<file path="config.mk">
export PLATFORM = sky130hd
export DESIGN_NAME = best_fit_block_allocator
export DESIGN_NICKNAME = d
export VERILOG_FILES = /design/src/sv/bfa_pkg.sv /design/src/sv/best_fit_block_allocator.sv /design/src/sv/bfa_table.sv /design/src/sv/bfa_best.sv
export VERILOG_INCLUDE_DIRS = /design/src /design/src/sv
export SDC_FILE = /design/constraint.sdc
export NUM_CORES = 1
export LEC_CHECK = 0
export ABC_AREA = 0
export BUFFER_PORTS_ARGS = -buffer_cell sky130_fd_sc_hd__buf_4
export CAP_MARGIN = 40
export CELL_PAD_IN_SITES_DETAIL_PLACEMENT = 0
export CELL_PAD_IN_SITES_GLOBAL_PLACEMENT = 1
export CORE_ASPECT_RATIO = 0.8
export CORE_MARGIN = 1.5
export CORE_UTILIZATION = 55
export CTS_CLUSTER_DIAMETER = 120
export DETAILED_ROUTE_END_ITERATION = 10
export HOLD_SLACK_MARGIN = 0.03
export PLACE_DENSITY_LB_ADDON = 0.1
export SYNTH_ARGS = -nofsm -noshare
export SYNTH_HDL_FRONTEND = slang
export SYNTH_HIERARCHICAL = 1
export SYNTH_SLANG_ARGS = --single-unit
export TNS_END_PERCENT = 30
</file>
<file path="constraint.sdc">
create_clock -name clk -period 12.8 [get_ports clk]
set_input_delay 2.56 -clock clk [delete_from_list [all_inputs] [get_ports clk]]
set_output_delay 2.56 -clock clk [all_outputs]
set_load 0.02 [all_outputs]
</file>
<file path="src/sv/assert_macros.svh">
// Assertion helpers; every use sits in a module with clk and arst_n.
`ifndef ASSERT_MACROS_SVH
`define ASSERT_MACROS_SVH

// Property checked at every clock edge outside reset.
`define ASSERT_ALWAYS(lbl, prop, msg) \
	lbl: assert property (@(posedge clk) disable iff (!arst_n) (prop)) else $error(msg);

// Same-cycle implication checked outside reset.
`define ASSERT_IMPLY(lbl, ante, cons, msg) \
	lbl: assert property (@(posedge clk) disable iff (!arst_n) (ante) |-> (cons)) else $error(msg);

`endif

</file>
<file path="src/sv/bfa_pkg.sv">
package bfa_pkg;

	localparam int NUM_BLOCKS = 32;
	localparam int SIZE_BITS  = 16;
	localparam int IDX_BITS   = $clog2(NUM_BLOCKS);
	localparam int CNT_BITS   = $clog2(NUM_BLOCKS + 1);

	typedef enum logic {
		KIND_LOAD    = 1'b0,
		KIND_REQUEST = 1'b1
	} kind_t;

	typedef struct packed {
		logic                 kind;
		logic [SIZE_BITS-1:0] size_value;
	} item_t;

	typedef struct packed {
		logic                 allocated;
		logic [IDX_BITS-1:0]  block_index;
		logic [SIZE_BITS-1:0] block_size;
		logic [SIZE_BITS-1:0] leftover;
	} result_t;

	// One table entry: used mark and block size.
	typedef struct packed {
		logic                 used;
		logic [SIZE_BITS-1:0] size;
	} entry_t;

	// Running best candidate of a scan.
	typedef struct packed {
		logic                 found;
		logic [IDX_BITS-1:0]  idx;
		logic [SIZE_BITS-1:0] size;
	} best_t;

endpackage

</file>
<file path="src/sv/best_fit_block_allocator.sv">
// Channel  | Handshake                  | Payload
// ---------+----------------------------+-----------------------------------
// item     | item_valid / item_ready    | bfa_pkg::item_t  (kind, size_value)
// result   | result_valid / result_ready| bfa_pkg::result_t (one per request)
//
// A load leaves the block in idle, so item_ready stays high. A request keeps
// item_ready low through its scan: a read of each loaded block, the last compare,
// leaving the scan, then registering the result and marking the block.
// Reset clears the block count and control state; loaded entries are the only
// ones ever read, so the table needs no clearing pass.
// A waiting result still lets loads in; the next request then stalls in ST_DONE.
`include "assert_macros.svh"

module best_fit_block_allocator (
	input  logic              clk,
	input  logic              arst_n,
	input  logic              item_valid,
	output logic              item_ready,
	input  bfa_pkg::item_t    item,
	output logic              result_valid,
	input  logic              result_ready,
	output bfa_pkg::result_t  result
);
	import bfa_pkg::*;

	typedef enum logic [2:0] {
		ST_IDLE = 3'b001,
		ST_SCAN = 3'b010,
		ST_DONE = 3'b100
	} state_t;

	state_t               state_q;
	logic [CNT_BITS-1:0]  count_q;     // blocks loaded
	logic [CNT_BITS-1:0]  issue_q;     // next table address to read
	logic [SIZE_BITS-1:0] req_size_q;
	logic                 cmp_vld_s1;  // read data is valid this cycle
	logic [IDX_BITS-1:0]  cmp_idx_s1;
	logic                 result_valid_q;
	result_t              result_q;

	logic                 accept;
	logic                 do_load;
	logic                 do_issue;
	logic                 out_free;
	logic                 finish;
	logic                 wr_en;
	logic [IDX_BITS-1:0]  wr_addr;
	entry_t               wr_data;
	entry_t               rd_data;
	best_t                best;

	assign item_ready = (state_q == ST_IDLE);
	assign accept     = item_valid && item_ready;
	assign do_load    = accept && (item.kind == KIND_LOAD) &&
	                    (count_q < CNT_BITS'(NUM_BLOCKS));
	assign do_issue   = (state_q == ST_SCAN) && (issue_q < count_q);
	assign out_free   = !result_valid_q || result_ready;
	assign finish     = (state_q == ST_DONE) && out_free;

	// Single write port: loads in idle, used-mark write-back at the end of a scan.
	always_comb begin
		wr_en   = 1'b0;
		wr_addr = count_q[IDX_BITS-1:0];
		wr_data = '{used: 1'b0, size: item.size_value};
		if (do_load) begin
			wr_en = 1'b1;
		end else if (finish && best.found) begin
			wr_en   = 1'b1;
			wr_addr = best.idx;
			wr_data = '{used: 1'b1, size: best.size};
		end
	end

	bfa_table u_table (
		.clk     (clk),
		.wr_en   (wr_en),
		.wr_addr (wr_addr),
		.wr_data (wr_data),
		.rd_en   (do_issue),
		.rd_addr (issue_q[IDX_BITS-1:0]),
		.rd_data (rd_data)
	);

	bfa_best u_best (
		.clk      (clk),
		.arst_n   (arst_n),
		.clr      (accept),
		.cand_vld (cmp_vld_s1),
		.cand_idx (cmp_idx_s1),
		.cand     (rd_data),
		.req_size (req_size_q),
		.best     (best)
	);

	always_ff @(posedge clk or negedge arst_n) begin
		if (!arst_n) begin
			state_q        <= ST_IDLE;
			count_q        <= '0;
			issue_q        <= '0;
			cmp_vld_s1     <= 1'b0;
			result_valid_q <= 1'b0;
		end else begin
			cmp_vld_s1 <= do_issue;
			if (do_load) begin
				count_q <= count_q + 1'b1;
			end
			if (finish) begin
				result_valid_q <= 1'b1;
			end else if (result_ready) begin
				result_valid_q <= 1'b0;
			end
			unique case (state_q)
				ST_IDLE: begin
					if (accept && (item.kind == KIND_REQUEST)) begin
						issue_q <= '0;
						state_q <= ST_SCAN;
					end
				end
				ST_SCAN: begin
					if (do_issue) begin
						issue_q <= issue_q + 1'b1;
					end else if (!cmp_vld_s1) begin
						state_q <= ST_DONE;
					end
				end
				ST_DONE: begin
					if (out_free) begin
						state_q <= ST_IDLE;
					end
				end
				default: state_q <= ST_IDLE;
			endcase
		end
	end

	// Payload registers
	always_ff @(posedge clk) begin
		if (accept) begin
			req_size_q <= item.size_value;
		end
		cmp_idx_s1 <= issue_q[IDX_BITS-1:0];
		if (finish) begin
			if (best.found) begin
				result_q.allocated   <= 1'b1;
				result_q.block_index <= best.idx;
				result_q.block_size  <= best.size;
				result_q.leftover    <= best.size - req_size_q;
			end else begin
				result_q <= '0;
			end
		end
	end

	assign result_valid = result_valid_q;
	assign result       = result_q;

	`ASSERT_ALWAYS(a_count_bound, count_q <= CNT_BITS'(NUM_BLOCKS), "block count beyond table")
	`ASSERT_IMPLY(a_scan_bound, state_q == ST_SCAN, issue_q <= count_q, "scan past loaded blocks")
	`ASSERT_IMPLY(a_no_write_in_scan, state_q == ST_SCAN, !wr_en, "table written in scan")
	`ASSERT_IMPLY(a_fit_leftover, result_valid && result.allocated, result.leftover <= result.block_size, "bad leftover")
	`ASSERT_IMPLY(a_miss_zero, result_valid && !result.allocated, result.block_size == '0 && result.leftover == '0 && result.block_index == '0, "miss not cleared")

endmodule

</file>
<file path="src/sv/bfa_table.sv">
module bfa_table (
	input  logic                          clk,
	input  logic                          wr_en,
	input  logic [bfa_pkg::IDX_BITS-1:0]  wr_addr,
	input  bfa_pkg::entry_t               wr_data,
	input  logic                          rd_en,
	input  logic [bfa_pkg::IDX_BITS-1:0]  rd_addr,
	output bfa_pkg::entry_t               rd_data
);
	import bfa_pkg::*;

	entry_t mem [NUM_BLOCKS];
	entry_t rd_data_q;

	always_ff @(posedge clk) begin
		if (wr_en) begin
			mem[wr_addr] <= wr_data;
		end
		if (rd_en) begin
			rd_data_q <= mem[rd_addr];
		end
	end

	assign rd_data = rd_data_q;

endmodule

</file>
<file path="src/sv/bfa_best.sv">
module bfa_best (
	input  logic                          clk,
	input  logic                          arst_n,
	input  logic                          clr,
	input  logic                          cand_vld,
	input  logic [bfa_pkg::IDX_BITS-1:0]  cand_idx,
	input  bfa_pkg::entry_t               cand,
	input  logic [bfa_pkg::SIZE_BITS-1:0] req_size,
	output bfa_pkg::best_t                best
);
	import bfa_pkg::*;

	best_t best_q;
	logic  fits;
	logic  better;

	// Strict less-than keeps the lowest index on a tie.
	assign fits   = !cand.used && (cand.size >= req_size);
	assign better = !best_q.found || (cand.size < best_q.size);

	always_ff @(posedge clk or negedge arst_n) begin
		if (!arst_n) begin
			best_q <= '0;
		end else if (clr) begin
			best_q <= '0;
		end else if (cand_vld && fits && better) begin
			best_q.found <= 1'b1;
			best_q.idx   <= cand_idx;
			best_q.size  <= cand.size;
		end
	end

	assign best = best_q;

endmodule

</file>
Yosys cells after proc, flatten, opt, wreduce, memory -nomap -nowiden
Memory sizes are Yosys's and may differ from the RTL's. A register that Yosys moved wholly into a read port is not among the register bits.
Cells that the tools add are included.
{ "word_totals": {"reg_bits": 98, "latch_bits": 0, "ramBits": 544, "mem_bits_ro": 0, "inputBits": 21, "output_inout_bits": 40, "word_cells": 72, "n_memories": 1} }
{ "classes": {"addsub": 3, "multipliers": 0, "div_mod_pow": 0, "n_lt_le_gt_ge": 4, "n_eq_ne": 8, "shift": 0, "muxes": 21, "n_bitwise": 1, "reduce_logical": 20} }
{ "memory_table": {"columns": ["memory", "depth", "width", "rd", "rd_clocked_by_memory_dff", "wr", "line", "text"], "rows": [
  ["u_table.mem", 32, 17, 1, 1, 1, "bfa_table.sv:12", "entry_t mem [NUM_BLOCKS];"]
]} }
{ "ops": {"columns": ["cell", "count"], "rows": [
  ["22-bit 2-to-1 mux", 2],
  ["38-bit 2-to-1 mux", 1],
  ["17-bit 2-to-1 mux", 2],
  ["16-bit >= comparator", 1],
  ["16-bit < comparator", 1],
  ["16-bit subtractor", 1],
  ["6-bit by 1-bit adder with 6-bit output (second input constant)", 2],
  ["3-bit 2-to-1 mux", 4],
  ["6-bit 2-to-1 mux", 2],
  ["6-bit case mux with 2 select lines", 1],
  ["1-bit logical AND", 10],
  ["5-bit 2-to-1 mux", 2],
  ["3-bit case mux with 3 select lines", 1],
  ["2-bit inequality test (second input constant)", 4],
  ["6-bit < comparator", 1],
  ["6-bit < comparator (second input constant)", 1],
  ["1-bit 2-to-1 mux", 6],
  ["2-bit nonzero test", 3],
  ["4-bit AND reduction", 1],
  ["3-bit by 1-bit == test with 1-bit output (second input constant)", 1],
  ["3-bit by 2-bit == test with 1-bit output (second input constant)", 1],
  ["3-bit == test (second input constant)", 1],
  ["1-bit logical NOT", 3],
  ["3-bit AND reduction", 1],
  ["3 further kinds", 4]
]} }

Logic depth before layout (Yosys ltp)
Gate-level depths: netlist (run 1).
{ "depth": {"depth_word": 8, "ltp_mapped": 10, "ltp_nobuf": 8} }

Hierarchy
The synthesis (run 1) kept the hierarchy.
{ "modules_own_cells": {"columns": ["module", "n_inst", "cells_per_inst", "area_each_um2", "seq_area_each_um2"], "rows": [
  ["bfa_table", 1, 1212, 21907.3, 16846.2],
  ["best_fit_block_allocator", 1, 349, 3963.8, 2148.3],
  ["bfa_best", 1, 205, 1863.0, 550.5]
]} }

Worst setup path before layout (run 1)
No wires, ideal clock.
{ "synth_path": {"path_type": "input to register", "startpoint": "input result_ready", "endpoint": "memory u_table/mem[17][0] (netlist name), enable pin", "setup_ns": 0.391, "arrival_time_ns": 6.539, "required_ns": 12.409, "setup_slack_ns": 5.871, "path_stages": 7, "path_buffers": 1, "cell_sequence": "nor2b_1 -> nor2_1 -> nand2_1 -> buf_2 -> mux2_2 -> or3b_2 -> nor2_1"} }
{ "synth_via": {"word_cells_on_any_way": 9, "cone_classes": "6 x mux; 3 x reduce/logical"} }
{ "synth_lines": {"columns": ["item", "line", "text"], "rows": [
  ["start, declared", "best_fit_block_allocator.sv:21", "input logic result_ready,"],
  ["1-bit logical OR", "best_fit_block_allocator.sv:57", "assign out_free = !result_valid_q || result_ready;"],
  ["1-bit logical AND", "best_fit_block_allocator.sv:58", "assign finish = (state_q == ST_DONE) && out_free;"],
  ["via finish", "best_fit_block_allocator.sv:45", "logic finish;"],
  ["1-bit logical AND", "best_fit_block_allocator.sv:67", "end else if (finish && best.found) begin"],
  ["5-bit 2-to-1 mux", "best_fit_block_allocator.sv:67", null],
  ["5-bit 2-to-1 mux", "best_fit_block_allocator.sv:65", "if (do_load) begin"],
  ["via wr_addr[3]", "best_fit_block_allocator.sv:47", "logic [IDX_BITS-1:0] wr_addr;"],
  ["end, declared", "bfa_table.sv:12", null]
]} }
The timed path passes the listed nets, and every way through them passes these cells.

Worst setup path in the final report (run 1)
{ "layout_path": {"startpoint": "input result_ready", "endpoint": "memory u_table/mem[21][11] (netlist name), enable pin"} }
Same word-level chain as after synthesis.

==> results.yml, run 1 <==
timing:
  fmax_mhz: 197
  clock_skew_ns: 0.0159
  tightest_slew_ns: 0.992
  hold_viol_final: 0
  final.period_utilization_pct: 39.7
  timing.setup.tns_ns: 0
  slew_headroom_pct: 33.9
  rsz0062_at_grt: "false"
  setup_violations: 0
  drv_slew: 0
  min_period_ns: 5.08
logic_synthesis:
  syn-num-nets: 1841
  ys_ff_latch: 659
  synth_area_leaders: "edfxtp_1 (67%), mux2i_1 (11%), dfrtp_1 (3.4%)"
  ys_seq_area_share_pct: 70.5
  synth_edf_count: 615
  synth_common_cells: "edfxtp_1 (615), mux2i_1 (299), nand2_1 (77), a22oi_1 (68), a21oi_1 (64)"
  async_flop_share_pct: 5.92
  synth_top_area_share_pct: 66.6
  yosysWarnings: 6
  yosysTopAreaCell: "edfxtp_1"
  synth.most_common_cell: "edfxtp_1"
  synth_area_per_cell_um2: 15.7
  synth_ff_type: "edfxtp_1"
  synth_cells: 1766
  synth_area_mm2: 0.0277
  synth_cell_types: 67
placed_design:
  dp_hpwl_mm: 42.4
  placed_cells: 2471
  routabilityCongestion: 0.863
  port_buffers: 60
floorplanning:
  ios: 61
  die_y_um: 204
  core-area_mm2: 0.0498
  die-area_mm2: 0.0518
  rows: 73
  start_util_pct: 55.7
  die_w_um: 254
global_route:
  grtUsageTotal_pct: 26.5
  grt_pass1_vias: 14800
  grt_pass1_wl_mm: 98.3
  grt_max_degree: 124
  overflow: 0
  grt_antenna_before_repair: 1
power:
  p_leak_nw: 10.4
  max-vdd-ir-drop_uv: 115
  power_density_mw_per_mm2: 156
min_path:
  hold_path.class: "reg2reg"
setup_path:
  path_class: "in2reg"
  cp-start-kind: "input port"
  cp.required_ns: 13.06
  endpoint_kind: "flip-flop"
  crit_arrival_ns: 5.34
  crit_fanout: 39
drt:
  drt-pass1-iter-count: 5
  drt_iter0_drc: 1774
  routed_via_density: 6.02
  ant_nets: 0
  routed_wl_mm: 67.4
  num_vias: 15600
  wl_per_cell_um: 26.0
  drc: 0
clocking:
  cts_buffers: 67
  hold_buffers: 0
  clock_path_buffers: 3
  postCtsSetupRepairBufs: 0
  worstSkewPairLatency_ns: 0.59
  cts_tree: "done"
  htreeDepth: 3
  clock_sinks: 659
  root_buffer: "clkbuf_16"
  ctsResizeCount: 0
  clkTransAtPathRegs_ns: 0.06
finish:
  fin_cells: 2593
  fill_cells: 3628
  area_delta_synth_final_pct: 12.6
  drive_gt1_share_pct: 13.2
  layout.nets: 1940
run_status:
  status: "finished, final reports clean"
flow_run:
  cap_violations: 0
worst max-delay path, cell delays in order:
cell,delay (ns)
buf_4,0.11
nor2b_1,0.27
nor2_4,0.04
buf_4,0.28
nand2_1,0.13
buf_4,0.36
mux2_2,0.42
nand3b_1,0.54
nor2_1,0.24
buf_4,0.33
registers in the layout, summed over array words and instances, names as in the netlist:
name,cells
issue_q,6
req_size_q,16
count_q,6
cmp_vld_s1,1
result_valid,1
u_best/best,22
result,38
cmp_idx_s1,5
u_table/mem,544
state_q,3
u_table/rd_data,17
cells in the final DEF, fill, tap and decap left out, types with 37 or more instances in the layout:
cell,count
nand3_1,45
inv_1,61
mux2i_1,299
a22oi_1,68
a21oi_1,64
nand2b_1,51
edfxtp_1,615
clkbuf_16,71
dfrtp_1,37
buf_4,108
ha_1,53
nand2_1,77
nor2_1,58
metrics by stage:
stage | util [%] | hold WS [ns] | instance area (µm²) | setup WS (ns) | total power [mW]
finish | 62.7 | 0.455 | 31200 | 7.72 | 4.88
global route | 62.7 | 0.482 | 31200 | 7.58 | 5.02
CTS | 62.7 | 0.454 | 31200 | 7.77 | 4.91
detailed placement | 58.3 | 0.446 | 29000 | 7.15 | 2.98
global placement | 58.0 | 0.438 | 28900 | 7.21 | 2.96
floorplan | - | 0.433 | 27700 | 5.87 | 2.83
path summary, 6_finish.rpt:
kind / startpoint / end / slack, ns / cells after the start
worst min register to register: cmp_idx_s1[1]$_DFF_P_ / u_best/best[17]$_DFFE_PN0P_ / 0.46 / 2
worst max-delay path: result_ready / u_table/mem[21][11]$_DFFE_PP_ / 7.72 / 10
max in group asynchronous: arst_n / issue_q[0]$_DFFE_PN0P_ / 10.35 / 1
worst max register to register: issue_q[0]$_DFFE_PN0P_ / u_table/rd_data[8]$_DFFE_PP_ / 9.13 / 8
worst min-delay path: cmp_idx_s1[1]$_DFF_P_ / u_best/best[17]$_DFFE_PN0P_ / 0.46 / 2
min in group asynchronous: arst_n / issue_q[2]$_DFFE_PN0P_ / 1.98 / 1
report_power, final:
| group | internal [mW] | switching, mW | total [mW] |
|---|---|---|---|
| Sequential | 2.37 | 0.0190 | 2.39 |
| Combinational | 0.212 | 0.337 | 0.548 |
| Clock | 1.15 | 0.788 | 1.94 |
| Total | 3.73 | 1.14 | 4.88 |
routing by layer:
| layer | global-route usage, % | share of wire [%] | wire (µm) | up-vias |
|---|---|---|---|---|
| met4 | 8.16 | 2.6 | 1770 | 2 |
| met2 | 36.1 | 42 | 28300 | 550 |
| met1 | 41.8 | 47 | 31600 | 7964 |
| li1 | - | - | - | 6995 |
| met5 | 1.05 | 0.11 | 75 | - |
| met3 | 6.29 | 8.5 | 5710 | 103 |
logic make-up after synthesis:
logic type | share of synthesized area [%]
xor gates and xnor gates | 0.253
AOI/OAI and AO/OA | 6.00
buffers and inverters | 2.95
DFF | 70.5
adders and majority gates | 2.46
and+or+nand+nor | 6.17
muxes | 11.7
final cells by class:
cell class	instances	area [µm²]	share of cell area (%)
Timing Repair Buffer	117	993	3.18
Clock inverter	36	323	1.03
Sequential cell	659	19500	62.6
Clock buffer	84	1870	5.98
Multi-Input combinational cell	959	7410	23.7
Inverter	61	229	0.733
Tap cell	675	845	2.71
Antenna cell	2	5.00	0.0160
(Power assumes the default switching activity.)
==> run 2, diff against run 1 <==
CORE_UTILIZATION = 54   (was 55)
clock period = 4.9 ns   (was 12.8 ns; I/O delays follow)
==> results.yml, run 2 (synthesis gave the netlist of run 1 again) <==
drt:
  ant_nets: 0
  drc: 0
  drt_iter0_drc: 1693
  wl_per_cell_um: 26.3
  num_vias: 15700
  drt-pass1-iter-count: 5
  routed_via_density: 5.99
  routed_wl_mm: 68.9
floorplanning:
  core-area_mm2: 0.0509
  die_y_um: 206
  rows: 74
  ios: 61
  die-area_mm2: 0.0527
  start_util_pct: 54.5
  die_w_um: 256
power:
  max-vdd-ir-drop_uv: 300
  p_comb_share_pct: 11.0
  p_leak_nw: 10.5
  power_density_mw_per_mm2: 404
  switching_share_pct: 24.4
  p_int_mw: 9.59
  p_total_mw: 12.7
  seqPwrFrac_pct: 49.5
  p_clk_share_pct: 39.5
  switching_power_mw: 3.09
setup_path:
  endpoint_kind: "flip-flop"
  cp.required_ns: 5.21
  cp-start-kind: "flip-flop"
  crit_arrival_ns: 3.46
  crit_fanout: 17
  path_class: "reg2reg"
clocking:
  clock_path_buffers: 3
  root_buffer: "clkbuf_16"
  cts_buffers: 67
  clkTransAtPathRegs_ns: 0.06
  postCtsSetupRepairBufs: 0
  worstSkewPairLatency_ns: 0.62
  cts_tree: "done"
  clock_sinks: 659
  ctsResizeCount: 0
  hold_buffers: 0
  htreeDepth: 3
finish:
  largest_reg_flops: 544
  fill_cells: 3767
  regMostFlops: "u_table/mem"
  layout.nets: 1958
  final_cell_mix: "edfxtp_1 (615), mux2i_1 (299), buf_4 (122)"
  area_delta_synth_final_pct: 13.2
  layout_commonest_cell: "edfxtp_1"
  drive_gt1_share_pct: 13.9
timing:
  slew_headroom_pct: 38.0
  fmax_mhz: 317
  tightest_slew_ns: 0.931
  final.period_utilization_pct: 64.4
  drv_slew: 0
  rsz0062_at_grt: "false"
  setup_violations: 0
  timing.setup.tns_ns: 0
  min_period_ns: 3.16
  clock_skew_ns: 0.0198
  hold_viol_final: 0
run_status:
  status: "finished, final reports clean"
global_route:
  grt_antenna_before_repair: 0
  grt_pass1_wl_mm: 100
  grtUsageTotal_pct: 26.5
  grt_max_degree: 56
  overflow: 0
  grt_pass1_vias: 14900
placed_design:
  port_buffers: 60
  dp_hpwl_mm: 45.3
  routabilityCongestion: 0.919
flow_run:
  cap_violations: 0
min_path:
  hold_path.class: "in2async"
[run 2: critical path, stage by stage, from the launching register on]
cell,delay [ns]
dfstp_2,0.60
nor2_1,0.08
nand2_1,0.11
nor2_4,0.06
nand2_1,0.29
mux2_2,0.41
nand3b_1,0.68
nor2_1,0.31
buf_4,0.30
[run 2: area by class of cell]
type	count	area, µm²	area share (%)
multi-input combinational	959	7410	23.6
clock inverter	42	407	1.29
tap	684	856	2.72
clock buffer	79	1740	5.55
antenna	1	2.50	0.00797
timing repair buffer	135	1210	3.86
sequential	659	19500	62.2
inverter	61	229	0.729
[run 2: stage by stage]
| step | cell area (µm²) | instances | util [%] | setup WS, ns | hold WS, ns |
|---|---|---|---|---|---|
| after floorplan | 27700 | 1766 | - | 0.278 | 0.433 |
| after global placement | 29000 | 2486 | 56.9 | 1.31 | 0.440 |
| after detailed placement | 29200 | 2497 | 57.4 | 1.27 | 0.443 |
| after CTS | 31400 | 2618 | 61.6 | 1.87 | 0.346 |
| after global routing | 31400 | 2619 | 61.7 | 1.69 | 0.384 |
| final | 31400 | 2620 | 61.7 | 1.74 | 0.360 |
[run 2: per-layer routing]
layer / GRT usage [%] / vias to the layer above / wire length [µm]
li1: - / 7031 / -
met1: 41.2 / 7869 / 31300
met2: 37.8 / 690 / 29600
met3: 5.57 / 106 / 6360
met4: 7.21 / 0 / 1720
met5: 0 / - / 0
[run 2: path summary, 6_finish.rpt]
kind                                        startpoint                            to  slack, ns  cells past startpoint
worst max-delay path            state_q[0]$_DFFE_PN1P_  u_table/mem[14][9]$_DFFE_PP_       1.74                      8
worst min-delay path                            arst_n   u_best/best[17]$_DFFE_PN0P_       0.36                      1
worst max register to register  state_q[0]$_DFFE_PN1P_  u_table/mem[14][9]$_DFFE_PP_       1.74                      8
worst min register to register   cmp_idx_s1[4]$_DFF_P_   u_best/best[20]$_DFFE_PN0P_       0.45                      2
max in group asynchronous                       arst_n        issue_q[0]$_DFFE_PN0P_       4.12                      1
min in group clk                 cmp_idx_s1[4]$_DFF_P_   u_best/best[20]$_DFFE_PN0P_       0.45                      2
[run 2: power groups by stage]
stage | Sequential (mW) | Combinational [mW] | Clock [mW]
6_report | 6.27 | 1.40 | 5.01
5_1_grt | 6.27 | 1.48 | 5.31
4_1_cts | 6.27 | 1.39 | 5.09
3_5_place_dp | 6.39 | 1.39 | 0
3_3_place_gp | 6.39 | 1.34 | 0
2_1_floorplan | 6.32 | 1.06 | 0
